--- src/hdl/lfr_pkg.sv ---
// Shared types and constants for the lidar frame receiver.
package lfr_pkg;

    localparam logic [7:0] HDR_BYTE = 8'h59;
    localparam logic [7:0] HDR_SUM  = 8'hB2;

    localparam logic [7:0] MAX_SKIP_RESET    = 8'd30;
    localparam logic [7:0] MAX_RETRIES_RESET = 8'd10;

    localparam int CFG_IDX_W = 1;
    localparam logic [CFG_IDX_W-1:0] CFG_MAX_SKIP    = 1'b0;
    localparam logic [CFG_IDX_W-1:0] CFG_MAX_RETRIES = 1'b1;

    localparam logic [1:0] FAULT_NONE      = 2'd0;
    localparam logic [1:0] FAULT_NO_HEADER = 2'd1;
    localparam logic [1:0] FAULT_CHECKSUM  = 2'd2;

    localparam logic STATUS_OK      = 1'b0;
    localparam logic STATUS_GAVE_UP = 1'b1;

    typedef struct packed {
        logic [7:0] max_skip_bytes;
        logic [7:0] max_retries;
    } lfr_cfg_t;

    typedef struct packed {
        logic        status;
        logic [15:0] range_value;
        logic [15:0] signal_level;
        logic [1:0]  last_fault;
    } lfr_result_t;

endpackage

--- src/hdl/lfr_if.sv ---
// Valid/ready channel interfaces for received bytes and measurement results.
interface lfr_byte_if;
    logic       valid;
    logic       ready;
    logic [7:0] rx_byte;

    modport source (output valid, output rx_byte, input ready);
    modport sink (input valid, input rx_byte, output ready);
endinterface

interface lfr_result_if;
    logic        valid;
    logic        ready;
    logic        status;
    logic [15:0] range_value;
    logic [15:0] signal_level;
    logic [1:0]  last_fault;

    modport source (output valid, output status, output range_value,
                    output signal_level, output last_fault, input ready);
    modport sink (input valid, input status, input range_value,
                  input signal_level, input last_fault, output ready);
endinterface

--- src/hdl/lfr_parser.sv ---
// Frame hunt, checksum and retry state; one byte processed per step.
module lfr_parser #(
    parameter int FRAME_LEN = 7
) (
    input  logic                clk,
    input  logic                rst_n,
    input  logic                step,
    input  logic [7:0]          rx_byte,
    input  lfr_pkg::lfr_cfg_t   cfg,
    output logic                res_valid,
    output lfr_pkg::lfr_result_t res
);
    import lfr_pkg::*;

    localparam int POS_W = $clog2(FRAME_LEN);
    localparam logic [POS_W-1:0] LAST_POS = POS_W'(FRAME_LEN - 1);
    localparam logic [POS_W-1:0] NUM_PAYLOAD = POS_W'(4);

    logic             in_frame_reg, in_frame_next;
    logic [7:0]       prev_byte_reg, prev_byte_next;
    logic [8:0]       skipped_count_reg, skipped_count_next;
    logic [POS_W-1:0] frame_pos_reg, frame_pos_next;
    logic [7:0]       sum_acc_reg, sum_acc_next;
    logic [8:0]       fail_count_reg, fail_count_next;
    logic [1:0]       fault_kind_reg, fault_kind_next;
    logic [7:0]       payload_reg [4];

    logic       fail;
    logic [1:0] fail_kind;
    logic [8:0] skip_inc;
    logic [8:0] fail_inc;
    logic       payload_we;

    always_comb
    begin
        in_frame_next      = in_frame_reg;
        prev_byte_next     = prev_byte_reg;
        skipped_count_next = skipped_count_reg;
        frame_pos_next     = frame_pos_reg;
        sum_acc_next       = sum_acc_reg;
        fail_count_next    = fail_count_reg;
        fault_kind_next    = fault_kind_reg;
        fail               = 1'b0;
        fail_kind          = FAULT_NONE;
        res_valid          = 1'b0;
        res.status         = STATUS_OK;
        res.range_value    = {payload_reg[1], payload_reg[0]};
        res.signal_level   = {payload_reg[3], payload_reg[2]};
        res.last_fault     = FAULT_NONE;
        skip_inc           = skipped_count_reg + 9'd1;
        fail_inc           = fail_count_reg + 9'd1;
        payload_we         = in_frame_reg && (frame_pos_reg < NUM_PAYLOAD);

        if (!in_frame_reg)
        begin
            if (prev_byte_reg == HDR_BYTE && rx_byte == HDR_BYTE)
            begin
                in_frame_next  = 1'b1;
                frame_pos_next = '0;
                sum_acc_next   = HDR_SUM;
            end
            else
            begin
                prev_byte_next     = rx_byte;
                skipped_count_next = skip_inc;
                if (skip_inc > {1'b0, cfg.max_skip_bytes})
                begin
                    fail      = 1'b1;
                    fail_kind = FAULT_NO_HEADER;
                end
            end
        end
        else if (frame_pos_reg < LAST_POS)
        begin
            sum_acc_next   = sum_acc_reg + rx_byte;
            frame_pos_next = frame_pos_reg + POS_W'(1);
        end
        else if (sum_acc_reg != rx_byte)
        begin
            fail      = 1'b1;
            fail_kind = FAULT_CHECKSUM;
        end
        else
        begin
            fault_kind_next    = FAULT_NONE;
            fail_count_next    = '0;
            in_frame_next      = 1'b0;
            prev_byte_next     = '0;
            skipped_count_next = '0;
            frame_pos_next     = '0;
            res_valid          = 1'b1;
        end

        if (fail)
        begin
            fault_kind_next    = fail_kind;
            in_frame_next      = 1'b0;
            prev_byte_next     = '0;
            skipped_count_next = '0;
            frame_pos_next     = '0;
            if (fail_inc > {1'b0, cfg.max_retries})
            begin
                fail_count_next  = '0;
                res_valid        = 1'b1;
                res.status       = STATUS_GAVE_UP;
                res.range_value  = 16'hFFFF;
                res.signal_level = 16'hFFFF;
                res.last_fault   = fail_kind;
            end
            else
            begin
                fail_count_next = fail_inc;
            end
        end
    end

    always_ff @(posedge clk or negedge rst_n)
    begin
        if (!rst_n)
        begin
            in_frame_reg      <= 1'b0;
            prev_byte_reg     <= '0;
            skipped_count_reg <= '0;
            frame_pos_reg     <= '0;
            sum_acc_reg       <= '0;
            fail_count_reg    <= '0;
            fault_kind_reg    <= FAULT_NONE;
        end
        else if (step)
        begin
            in_frame_reg      <= in_frame_next;
            prev_byte_reg     <= prev_byte_next;
            skipped_count_reg <= skipped_count_next;
            frame_pos_reg     <= frame_pos_next;
            sum_acc_reg       <= sum_acc_next;
            fail_count_reg    <= fail_count_next;
            fault_kind_reg    <= fault_kind_next;
        end
    end

    always_ff @(posedge clk)
    begin
        if (step && payload_we)
        begin
            payload_reg[frame_pos_reg[1:0]] <= rx_byte;
        end
    end

    a_result_restarts_hunt: assert property (@(posedge clk) disable iff (!rst_n)
        step && res_valid |=> !in_frame_reg && skipped_count_reg == 9'd0)
        else $error("hunt not restarted after result");

    a_good_frame_clears: assert property (@(posedge clk) disable iff (!rst_n)
        step && res_valid && res.status == STATUS_OK
        |=> fail_count_reg == 9'd0 && fault_kind_reg == FAULT_NONE)
        else $error("good frame did not clear failure state");

    a_counts_bounded: assert property (@(posedge clk) disable iff (!rst_n)
        !skipped_count_reg[8] && !fail_count_reg[8])
        else $error("skip or failure count past limit range");

endmodule

--- src/hdl/lidar_frame_receiver.sv ---
// Top level: byte input register, frame parser and result output register.
//
//   channel  | dir | handshake        | payload
//   rx       | in  | valid / ready    | rx_byte
//   meas     | out | valid / ready    | status, range_value, signal_level, last_fault
//   cfg      | in  | cfg_we           | cfg_index, cfg_data
//
// One byte per cycle unless meas stalls; the byte is registered, then its result.
// The parser works on the input register and writes the output register.
// A stalled result holds meas; one more byte is taken, then rx.ready drops.
// rst_n clears state and loads max_skip_bytes 30, max_retries 10.
module lidar_frame_receiver #(
    parameter int FRAME_LEN = 7
) (
    input  logic                              clk,
    input  logic                              rst_n,
    lfr_byte_if.sink                          rx,
    lfr_result_if.source                      meas,
    input  logic                              cfg_we,
    input  logic [lfr_pkg::CFG_IDX_W-1:0]     cfg_index,
    input  logic [7:0]                        cfg_data
);
    import lfr_pkg::*;

    lfr_cfg_t    cfg_reg;
    logic        in_valid_reg;
    logic [7:0]  in_byte_reg;
    logic        out_valid_reg;
    lfr_result_t out_reg;
    logic        advance;
    logic        res_valid;
    lfr_result_t res;

    assign advance  = in_valid_reg && (!out_valid_reg || meas.ready);
    assign rx.ready = !in_valid_reg || advance;

    always_ff @(posedge clk or negedge rst_n)
    begin
        if (!rst_n)
        begin
            cfg_reg.max_skip_bytes <= MAX_SKIP_RESET;
            cfg_reg.max_retries    <= MAX_RETRIES_RESET;
        end
        else if (cfg_we)
        begin
            case (cfg_index)
                CFG_MAX_SKIP:    cfg_reg.max_skip_bytes <= cfg_data;
                CFG_MAX_RETRIES: cfg_reg.max_retries    <= cfg_data;
                default:         cfg_reg                <= cfg_reg;
            endcase
        end
    end

    always_ff @(posedge clk or negedge rst_n)
    begin
        if (!rst_n)
        begin
            in_valid_reg <= 1'b0;
        end
        else if (rx.valid && rx.ready)
        begin
            in_valid_reg <= 1'b1;
        end
        else if (advance)
        begin
            in_valid_reg <= 1'b0;
        end
    end

    always_ff @(posedge clk)
    begin
        if (rx.valid && rx.ready)
        begin
            in_byte_reg <= rx.rx_byte;
        end
    end

    lfr_parser #(
        .FRAME_LEN (FRAME_LEN)
    ) u_parser (
        .clk       (clk),
        .rst_n     (rst_n),
        .step      (advance),
        .rx_byte   (in_byte_reg),
        .cfg       (cfg_reg),
        .res_valid (res_valid),
        .res       (res)
    );

    always_ff @(posedge clk or negedge rst_n)
    begin
        if (!rst_n)
        begin
            out_valid_reg <= 1'b0;
        end
        else if (advance && res_valid)
        begin
            out_valid_reg <= 1'b1;
        end
        else if (meas.ready)
        begin
            out_valid_reg <= 1'b0;
        end
    end

    always_ff @(posedge clk)
    begin
        if (advance && res_valid)
        begin
            out_reg <= res;
        end
    end

    assign meas.valid        = out_valid_reg;
    assign meas.status       = out_reg.status;
    assign meas.range_value  = out_reg.range_value;
    assign meas.signal_level = out_reg.signal_level;
    assign meas.last_fault   = out_reg.last_fault;

    a_held_byte_waits: assert property (@(posedge clk) disable iff (!rst_n)
        in_valid_reg && !advance |=> in_valid_reg && $stable(in_byte_reg))
        else $error("pending byte lost while output stalled");

    a_no_overwrite: assert property (@(posedge clk) disable iff (!rst_n)
        out_valid_reg && !meas.ready |-> !advance)
        else $error("parser stepped over an untaken result");

    a_giveup_values: assert property (@(posedge clk) disable iff (!rst_n)
        out_valid_reg && out_reg.status == STATUS_GAVE_UP
        |-> out_reg.range_value == 16'hFFFF && out_reg.last_fault != FAULT_NONE)
        else $error("give-up result malformed");

endmodule
--- src/flat_wrapper.sv ---
// flat-port wrapper written by rule: the top's interface ports become plain ports
module lidar_frame_receiver_flat import lfr_pkg::*;
#(
    parameter int FRAME_LEN = 7
)
  (clk, rst_n, cfg_we, cfg_index, cfg_data, rx_valid, rx_rx_byte, rx_ready, meas_valid, meas_status, meas_range_value, meas_signal_level, meas_last_fault, meas_ready);
  lfr_byte_if rx_i ();
  lfr_result_if meas_i ();
  input  logic clk;
  input  logic rst_n;
  input  logic cfg_we;
  input  logic [lfr_pkg::CFG_IDX_W-1:0] cfg_index;
  input  logic [7:0] cfg_data;
  input wire logic [$bits(rx_i.valid)-1:0] rx_valid;
  input wire logic [$bits(rx_i.rx_byte)-1:0] rx_rx_byte;
  output wire logic [$bits(rx_i.ready)-1:0] rx_ready;
  output wire logic [$bits(meas_i.valid)-1:0] meas_valid;
  output wire logic [$bits(meas_i.status)-1:0] meas_status;
  output wire logic [$bits(meas_i.range_value)-1:0] meas_range_value;
  output wire logic [$bits(meas_i.signal_level)-1:0] meas_signal_level;
  output wire logic [$bits(meas_i.last_fault)-1:0] meas_last_fault;
  input wire logic [$bits(meas_i.ready)-1:0] meas_ready;
  assign rx_i.valid = rx_valid;
  assign rx_i.rx_byte = rx_rx_byte;
  assign rx_ready = rx_i.ready;
  assign meas_valid = meas_i.valid;
  assign meas_status = meas_i.status;
  assign meas_range_value = meas_i.range_value;
  assign meas_signal_level = meas_i.signal_level;
  assign meas_last_fault = meas_i.last_fault;
  assign meas_i.ready = meas_ready;
  lidar_frame_receiver #(.FRAME_LEN(FRAME_LEN)) u_core (.clk(clk), .rst_n(rst_n), .rx(rx_i), .meas(meas_i), .cfg_we(cfg_we), .cfg_index(cfg_index), .cfg_data(cfg_data));
endmodule
--- config.mk ---
export PLATFORM = sky130hd
export DESIGN_NAME = lidar_frame_receiver_flat
export DESIGN_NICKNAME = d
export VERILOG_FILES = /design/src/hdl/lfr_pkg.sv /design/src/hdl/lfr_if.sv /design/src/hdl/lfr_parser.sv /design/src/hdl/lidar_frame_receiver.sv /design/src/flat_wrapper.sv
export SDC_FILE = /design/constraint.sdc
export NUM_CORES = 1
export LEC_CHECK = 0
export BUFFER_PORTS_ARGS = -buffer_cell sky130_fd_sc_hd__buf_2
export CAP_MARGIN = 20
export CORE_ASPECT_RATIO = 0.75
export CORE_MARGIN = 5
export CORE_UTILIZATION = 35
export CTS_CLUSTER_DIAMETER = 120
export CTS_CLUSTER_SIZE = 14
export DETAILED_ROUTE_END_ITERATION = 16
export PLACE_DENSITY = 0.57
export SKIP_LAST_GASP = 1
export SYNTH_ARGS = -nofsm -noshare
export SYNTH_HDL_FRONTEND = slang
export SYNTH_SLANG_ARGS = --single-unit
--- constraint.sdc ---
create_clock -name clk -period 4.7 [get_ports clk]
set_clock_uncertainty 0.2 [all_clocks]
set_input_delay 0.705 -clock clk [delete_from_list [all_inputs] [get_ports clk]]
set_output_delay 0.705 -clock clk [all_outputs]
set_load 0.02 [all_outputs]
==> summary by stage, run 1 <==
Run status
The run finished with clean final reports.

Synthesis
The number of nets in the synthesized netlist is 492. The largest total area in the synthesized netlist belongs to edfxtp_1. The count of synthesis-stage warnings from yosys is 0.

The synthesis-stage register bit count is 131. The share of synthesized area in the top cell type comes to 0.387. In the synthesized netlist, the cells that appear most often are 75 x edfxtp_1, 50 x dfrtp_1, 38 x nand2b_1, 29 x ha_1, 28 x nand2_1. In this run, synthesis inferred 75 flip-flops with an integrated enable.

In the synthesized netlist the dominant register cell turns out to be edfxtp_1. Yosys instantiated no cell more often than edfxtp_1. The number of instances in the synthesized netlist is 440. For this run, the register share of the synthesized area comes to 0.629. The async set-reset flop share out of synthesis is 0.427. Sorting the synthesized cells by area gives the leading types as edfxtp_1 39%, dfrtp_1 21%, ha_1 6.2%, nand2b_1 4.1%, a22o_1 3.3%.

The mean post-synth cell area is 13.2 um^2. The synthesized netlist contains 59 unique library cells. The synthesized area is 5820 um^2.

Timing
The final-report max-slew violation count is 0. The total negative slack is 0 ps. The normalized max-slew margin is 0.443.

Of the available clock period, the critical path in the final layout requires 0.780. Counting I/O delays and the setup requirement, the final critical path takes 3660 ps. Setup repair after global routing left no endpoint under its margin. Based on the critical path, the design can be clocked at up to 0.273 GHz.

Setup violations remaining at the end of the flow were counted as 0. At the pin with the least slew margin, the transition time is 834 ps. The final-report hold violation count came to 0.

Critical path
STA classifies the critical path startpoint as a flop. The worst-case reg-to-reg path depth is 12. At the worst endpoint, the required time is 4630 ps. Along the worst path, the maximum fanout reaches 35. The worst flop-to-flop path endpoint is u_core.meas.last_fault[1]$_SDFFCE_PN0P_. The worst setup path is captured at a flop.

For flop-to-flop paths, the worst setup slack is 1040 ps. In this run the worst setup path begins at u_core.u_parser.skipped_count_reg[0]$_DFFE_PN0P_. The classification of the worst setup path is reg -> reg. The arrival time of data at the critical path endpoint is 3590 ps. The startpoint identified for the worst register-to-register timing path is u_core.u_parser.skipped_count_reg[0]$_DFFE_PN0P_.

Clock network
The post-CTS repair timing setup buffer count is 0. Once the clock tree was built, the resizer swapped 0 gates to a different size. The clock slew at the register clock pins of the worst setup and hold paths is 60 ps.

The buffer levels on the longest clock path is 2. The CTS tree is yes. Clock tree synthesis inserted a total of 17 buffers.

The number of hold buffers added after CTS is 0. The clock insertion delay at the later pin of the skew report is 420 ps. The clock sink count is 131. In this run the clock root is driven by a clkbuf_16. The H-tree was split into 4 levels.

Route
The routed design has 11.3 mm of wire. Summing over every cut layer, the via total after detailed routing is 3560. The first detailed-routing pass took 5 iterations. The number of DRC violations after detailed routing is 0. The detailed router's first-iteration violation count is 187. Using the TritonRoute via totals, the vias-per-cell ratio works out to 4.84. Once detail routing completed, the nets flagged for antenna violations numbered 0. After detailed routing, the average wire length per cell comes to 15.3 um.

Cells and area
The number of diodes is 0. The register with the most flip-flops in the layout has 32 of them. For this run, the post-layout net count is 565. The proportion of layout cells with a drive suffix above 1 is 0.236. The fraction of the core area covered by cells at the end of the flow is 0.428. The finished layout cell area is 6920 um^2.

The signed area change from the synthesized netlist to the final layout is 18.8%.

Power and ir drop
In this run the static leakage power is 0.00288 uW. Across the VDD grid, the largest voltage drop is 0.194 mV. Power spread over the standard cell area amounts to 481 nW/um^2.

Placed design
Once placement finished, the instance area stood at 6370 um^2. The congestion estimate from routability-driven global placement came to 0.795. The total half-perimeter wirelength after legalization and detailed placement is 7.91 mm. The count of port buffers added during placement is 58.

Die
The floorplan step defined a core boundary enclosing 16200 um^2. The initial utilization of the core area, before any placement, comes to 0.360. The floorplan step defined a die boundary enclosing 19300 um^2.

Measured along the y axis, the die boundary spans 122 um. The standard-cell row count is 40. From left edge to right edge, the die measures 159 um. Pin placement for this block handled 59 I/O pins.

GRT
The overflow left after global routing is 0. Across every metal layer, demand over resource in global routing totals 0.125. The first-pass GRT wire length is 19.0 mm.

The maximum number of pins on one net before global-route repair is 57. The initial antenna violation count is 0. The via count of the first global-routing pass is 3658.

Flow run
The tool flagged a number of max-cap violations equal to 0.

Min path
The path class of the tightest hold or removal check is in -> async.
==> cell usage in the layout, fill, tap and decap left out, types with 6 or more instances in the layout <==
cell type  netlist  layout
a21oi_1         10      10
ha_1            29      29
o21ai_0         16      16
nand3_1          9       9
nand2_1         28      28
nor3_1           8       8
nor2_1          15      15
mux2_2           9       9
dfrtp_1         50      50
edfxtp_1        75      75
and2_1           9       9
a22o_1          22      22
xnor2_1         11      11
inv_1           25      25
nand2b_1        38      38
dfstp_2          6       6
xor2_1           7       7
buf_2            4      58
clkbuf_16        0      17
==> cells by family after synthesis <==
| kind of cell | count (synthesis) | share of synthesized area |
|---|---|---|
| xor+xnor | 18 | 0.0271 |
| fa+ha+maj | 30 | 0.0657 |
| simple gates | 138 | 0.133 |
| buf+inv | 34 | 0.0234 |
| compound gates | 80 | 0.105 |
| flops | 131 | 0.629 |
| mux | 9 | 0.0174 |
==> worst max path at each step <==
stage	to	cells past startpoint
3_3_place_gp	u_core.meas.signal_level[4]$_DFFE_PP_	12
3_5_place_dp	u_core.meas.signal_level[8]$_DFFE_PP_	12
5_1_grt	u_core.meas.signal_level[6]$_DFFE_PP_	13
6_report	u_core.meas.last_fault[1]$_SDFFCE_PN0P_	12
2_1_floorplan	u_core.meas.last_fault[0]$_SDFFCE_PN0P_	12
4_1_cts	u_core.meas.signal_level[6]$_DFFE_PP_	12
==> worst max-delay path, cell delays in order (launching register included) <==
cell,delay [ps]
dfrtp_1,410
ha_1,220
nand3_1,190
xnor2_1,240
ha_1,280
and4_2,250
a221o_1,350
a2111oi_4,410
nor2_2,140
nor2_1,120
o32ai_1,110
and2_1,170
buf_4,250
==> layout make-up <==
cell class | instances | area [um^2]
clock buffer | 19 | 443
multi-input combinational | 275 | 2030
timing repair buffer | 63 | 328
sequential | 131 | 3660
clock inverter | 13 | 104
inverter | 25 | 93.8
tap | 210 | 263
fill | 1478 | 9250
==> report_power, final <==
| part | switching (uW) | internal [uW] | leakage [uW] |
|---|---|---|---|
| clock network | 517 | 696 | 0.000259 |
| registers | 102 | 1360 | 0.00138 |
| logic | 351 | 308 | 0.00125 |
| total | 970 | 2360 | 0.00288 |
==> metal layers <==
metal	GRT usage	wire length, um
met1	0.168	5680
met2	0.185	4910
met3	0.0443	498
met4	0.0506	208
met5	0	0
==> per-stage QoR <==
stage	instances	total power, uW	worst slack, ps	hold slack, ps
3_5_place_dp	704	2140	1070	287
6_report	736	3330	1040	228
3_3_place_gp	704	2120	1120	280
5_1_grt	736	3520	740	242
2_1_floorplan	440	1970	980	209
4_1_cts	736	3360	1030	245
No activity file was read; power rests on OpenSTA's default activity.
==> run 2: changes to the inputs <==
--- a/config.mk
+++ b/config.mk
@@ -13,7 +13,7 @@
 export CTS_CLUSTER_DIAMETER = 120
 export CTS_CLUSTER_SIZE = 14
 export DETAILED_ROUTE_END_ITERATION = 16
-export PLACE_DENSITY = 0.57
+export PLACE_DENSITY = 0.59
 export SKIP_LAST_GASP = 1
 export SYNTH_ARGS = -nofsm -noshare
 export SYNTH_HDL_FRONTEND = slang
==> constraint.sdc (replaced) <==
create_clock -name clk -period 3.3 [get_ports clk]
set_clock_uncertainty 0.2 [all_clocks]
set_input_delay 0.495 -clock clk [delete_from_list [all_inputs] [get_ports clk]]
set_output_delay 0.495 -clock clk [all_outputs]
set_load 0.02 [all_outputs]
==> run 2 against run 1 <==
Net effect:
- combinational power up 81%
- final cell count up 5.6%
- wire length up 8.4%
- maximum frequency up 14%
- cell area up 9.1%
- hold slack worse by 180 ps
- clock-buffer cell count down 2
- first-iteration DRC count up 16%
- sequential power up 43%
- critical endpoint is now u_core.meas.range_value[10]$_DFFE_PP_
- largest cell class unchanged
==> summary by stage, run 2 (synthesis results as in run 1) <==
Run status
The flow ran to the end, and the final reports show no timing, DRC or antenna violations.

Die
The floorplan die height is 122 um. The starting utilization of the core area is 0.360. The die covers 19300 um^2. The floorplan step set the die width to 159 um. The boundary pin count is 59. After floorplanning, the core was sized to cover 16200 um^2. The standard-cell row count is 40.

Route
The number of DRC violations after detailed routing is 0. The wire length per cell after detailed routing is 15.8 um. The overall via count from detail_route is 3743. The detailed router's first-iteration violation count is 217.

The antenna violation net count after detailed routing is 0. Before antenna repair, the detailed router went through 4 iterations. The aggregate routed wire length is 12.2 mm. The number of vias per cell after detailed routing is 4.82.

Timing
Headroom to the max-slew limit came out at 0.423. The transition time at the pin with the least slew margin is 862 ps. The final-report hold violation count came to 0. The minimum period implied by the final worst setup slack is 3230 ps. The final critical-path share of the clock period is 0.978. The final-report max-slew violation count is 0. Setup violations remaining at the end of the flow were counted as 0. Setup repair after global routing could not meet its margin everywhere.

Setup slack on the critical path of the routed design comes to 71.8 ps. The top achievable clock speed is 0.310 GHz.

Power and ir drop
The worst-case vdd ir drop is 0.340 mV. Power spread over the standard cell area amounts to 698 nW/um^2. The leakage component of the power is 0.00320 uW.

GRT
The overflow left after global routing is 0. The via count of the first global-routing pass is 3808. Across every metal layer, demand over resource in global routing totals 0.128.

The first global-routing pass estimated 19.5 mm of wire. The initial antenna violation count is 0. Entering global routing, the biggest net connects 34 pins.

Placed design
Routability-driven placement finished with a final weighted congestion of 0.777. The instance area after placement is 6560 um^2. The total half-perimeter wirelength after legalization and detailed placement is 8.08 mm. The count of port buffers added during placement is 58.

The post-place setup slack is -183 ps.

Min path
For hold timing, the worst endpoint is u_core.in_byte_reg[1]$_DFFE_PP_. The type of the tightest min-delay check is in -> reg. The cell count of the worst hold path is 1. The worst hold path startpoint is rx_rx_byte[1].

Cells and area
The signed area change from the synthesized netlist to the final layout is 29.6%. The finished layout cell area is 7550 um^2. At the end of the flow, the number of nets in the layout was 607. The library cell used most frequently in the layout, excluding fill and tap cells, is edfxtp_1. The register with the most flip-flops in the layout has 32 of them. The number of diodes is 0. The proportion of layout cells with a drive suffix above 1 is 0.332. The fraction of the core area covered by cells at the end of the flow is 0.467. The top cell types in the final layout, fill and taps aside, are 75 x edfxtp_1, 58 x buf_2, 48 x dfrtp_1, 36 x buf_4, 33 x nand2b_1.

Critical path
The setup check on the worst reg-to-reg path leaves a slack of 70 ps. The data required time of the critical path is 3270 ps. The endpoint identified for the worst register-to-register timing path is u_core.meas.range_value[10]$_DFFE_PP_. The critical path launch point type is a flop.

STA classifies the critical path endpoint as a flop. Of all nets on the critical path, the largest fanout is 8. The launch point of the worst reg-to-reg path is u_core.u_parser.skipped_count_reg[0]$_DFFE_PN0P_. The critical path is of the reg -> reg type.

Counting cells, the worst reg-to-reg path comes to 12. Data arrives at the worst endpoint at 3190 ps.

Clock network
The cell sitting at the root of the clock tree is a clkbuf_16. The buffer levels on the longest clock path is 2. The clock tree synthesis step divided the H-tree into 4 levels. Clock tree synthesis found a total of 131 sinks. TritonCTS built the clock tree. After clock tree synthesis, the clock-pin slew on the worst setup and hold paths is 60 ps. The number of clock buffers added by TritonCTS is 17.

The clock reaches the later pin of the worst-skew pair after 420 ps.

Flow run
The total of max-cap violations is 0.
==> run 2: routing by layer <==
layer,vias up,part of all wire,GRT usage
li1,1842,-,-
met1,1816,0.48,0.172
met2,75,0.46,0.194
met3,10,0.046,0.0419
met4,0,0.010,0.0495
met5,-,0,0
==> run 2: cell type report <==
class	count	area, um^2
fillers	1417	8620
repair buffers	99	652
clock inverters	14	201
multi-input cells	281	2250
inverters	25	93.8
flip-flops and latches	131	3660
clock buffers	17	425
well taps	210	263
==> run 2: worst max-delay path by stage <==
| stage | startpoint | to | slack, ps | depth (start not counted) |
|---|---|---|---|---|
| final | u_core.u_parser.skipped_count_reg[0]$_DFFE_PN0P_ | u_core.meas.range_value[10]$_DFFE_PP_ | 70 | 12 |
| after global routing | u_core.u_parser.skipped_count_reg[0]$_DFFE_PN0P_ | u_core.meas.signal_level[0]$_DFFE_PP_ | -50 | 12 |
| after CTS | u_core.u_parser.skipped_count_reg[0]$_DFFE_PN0P_ | u_core.meas.range_value[12]$_DFFE_PP_ | -20 | 12 |
| after detailed placement | u_core.u_parser.skipped_count_reg[0]$_DFFE_PN0P_ | u_core.meas.signal_level[9]$_DFFE_PP_ | -180 | 11 |
| after global placement | u_core.u_parser.skipped_count_reg[0]$_DFFE_PN0P_ | u_core.meas.signal_level[11]$_DFFE_PP_ | -1 | 11 |
| after floorplan | u_core.u_parser.skipped_count_reg[0]$_DFFE_PN0P_ | u_core.meas.last_fault[0]$_SDFFCE_PN0P_ | 50 | 11 |
==> run 2: critical path, stage by stage (launching register included) <==
cell and delay, ps:
dfrtp_2 440, buf_6 130, and3_4 180, xor2_2 150
ha_1 300, o21a_1 170, a221o_1 370, a2111oi_4 370
buf_4 190, o21ai_4 80, nand2b_4 130, clkbuf_16 190
nand2b_1 60
==> run 2: power breakdown <==
part           switching, uW  total [uW]  internal, uW
Clock                    725        2000          1270
Combinational            575        1190           613
Sequential               155        2090          1930
Total                   1460        5270          3820
==> run 2: per-stage QoR <==
stage | cells | setup TNS [ps] | power (uW) | hold slack (ps)
global route | 777 | -1670 | 5570 | 26.2
CTS | 769 | -126 | 5230 | 27.8
detailed placement | 727 | -9700 | 3130 | 283
floorplan | 440 | 0 | 2800 | -0.591
finish | 777 | 0 | 5270 | 48.8
global placement | 727 | -12.9 | 3090 | 281
==> run 2: repair_timing <==
item	in CTS	in global routing
endpoints found under the setup margin	77	78
hold endpoints to repair	50	0
cloned	6	2
setup buffers	4	6
pin swaps	5	13
resized for setup	17	21
hold buffers	1	0
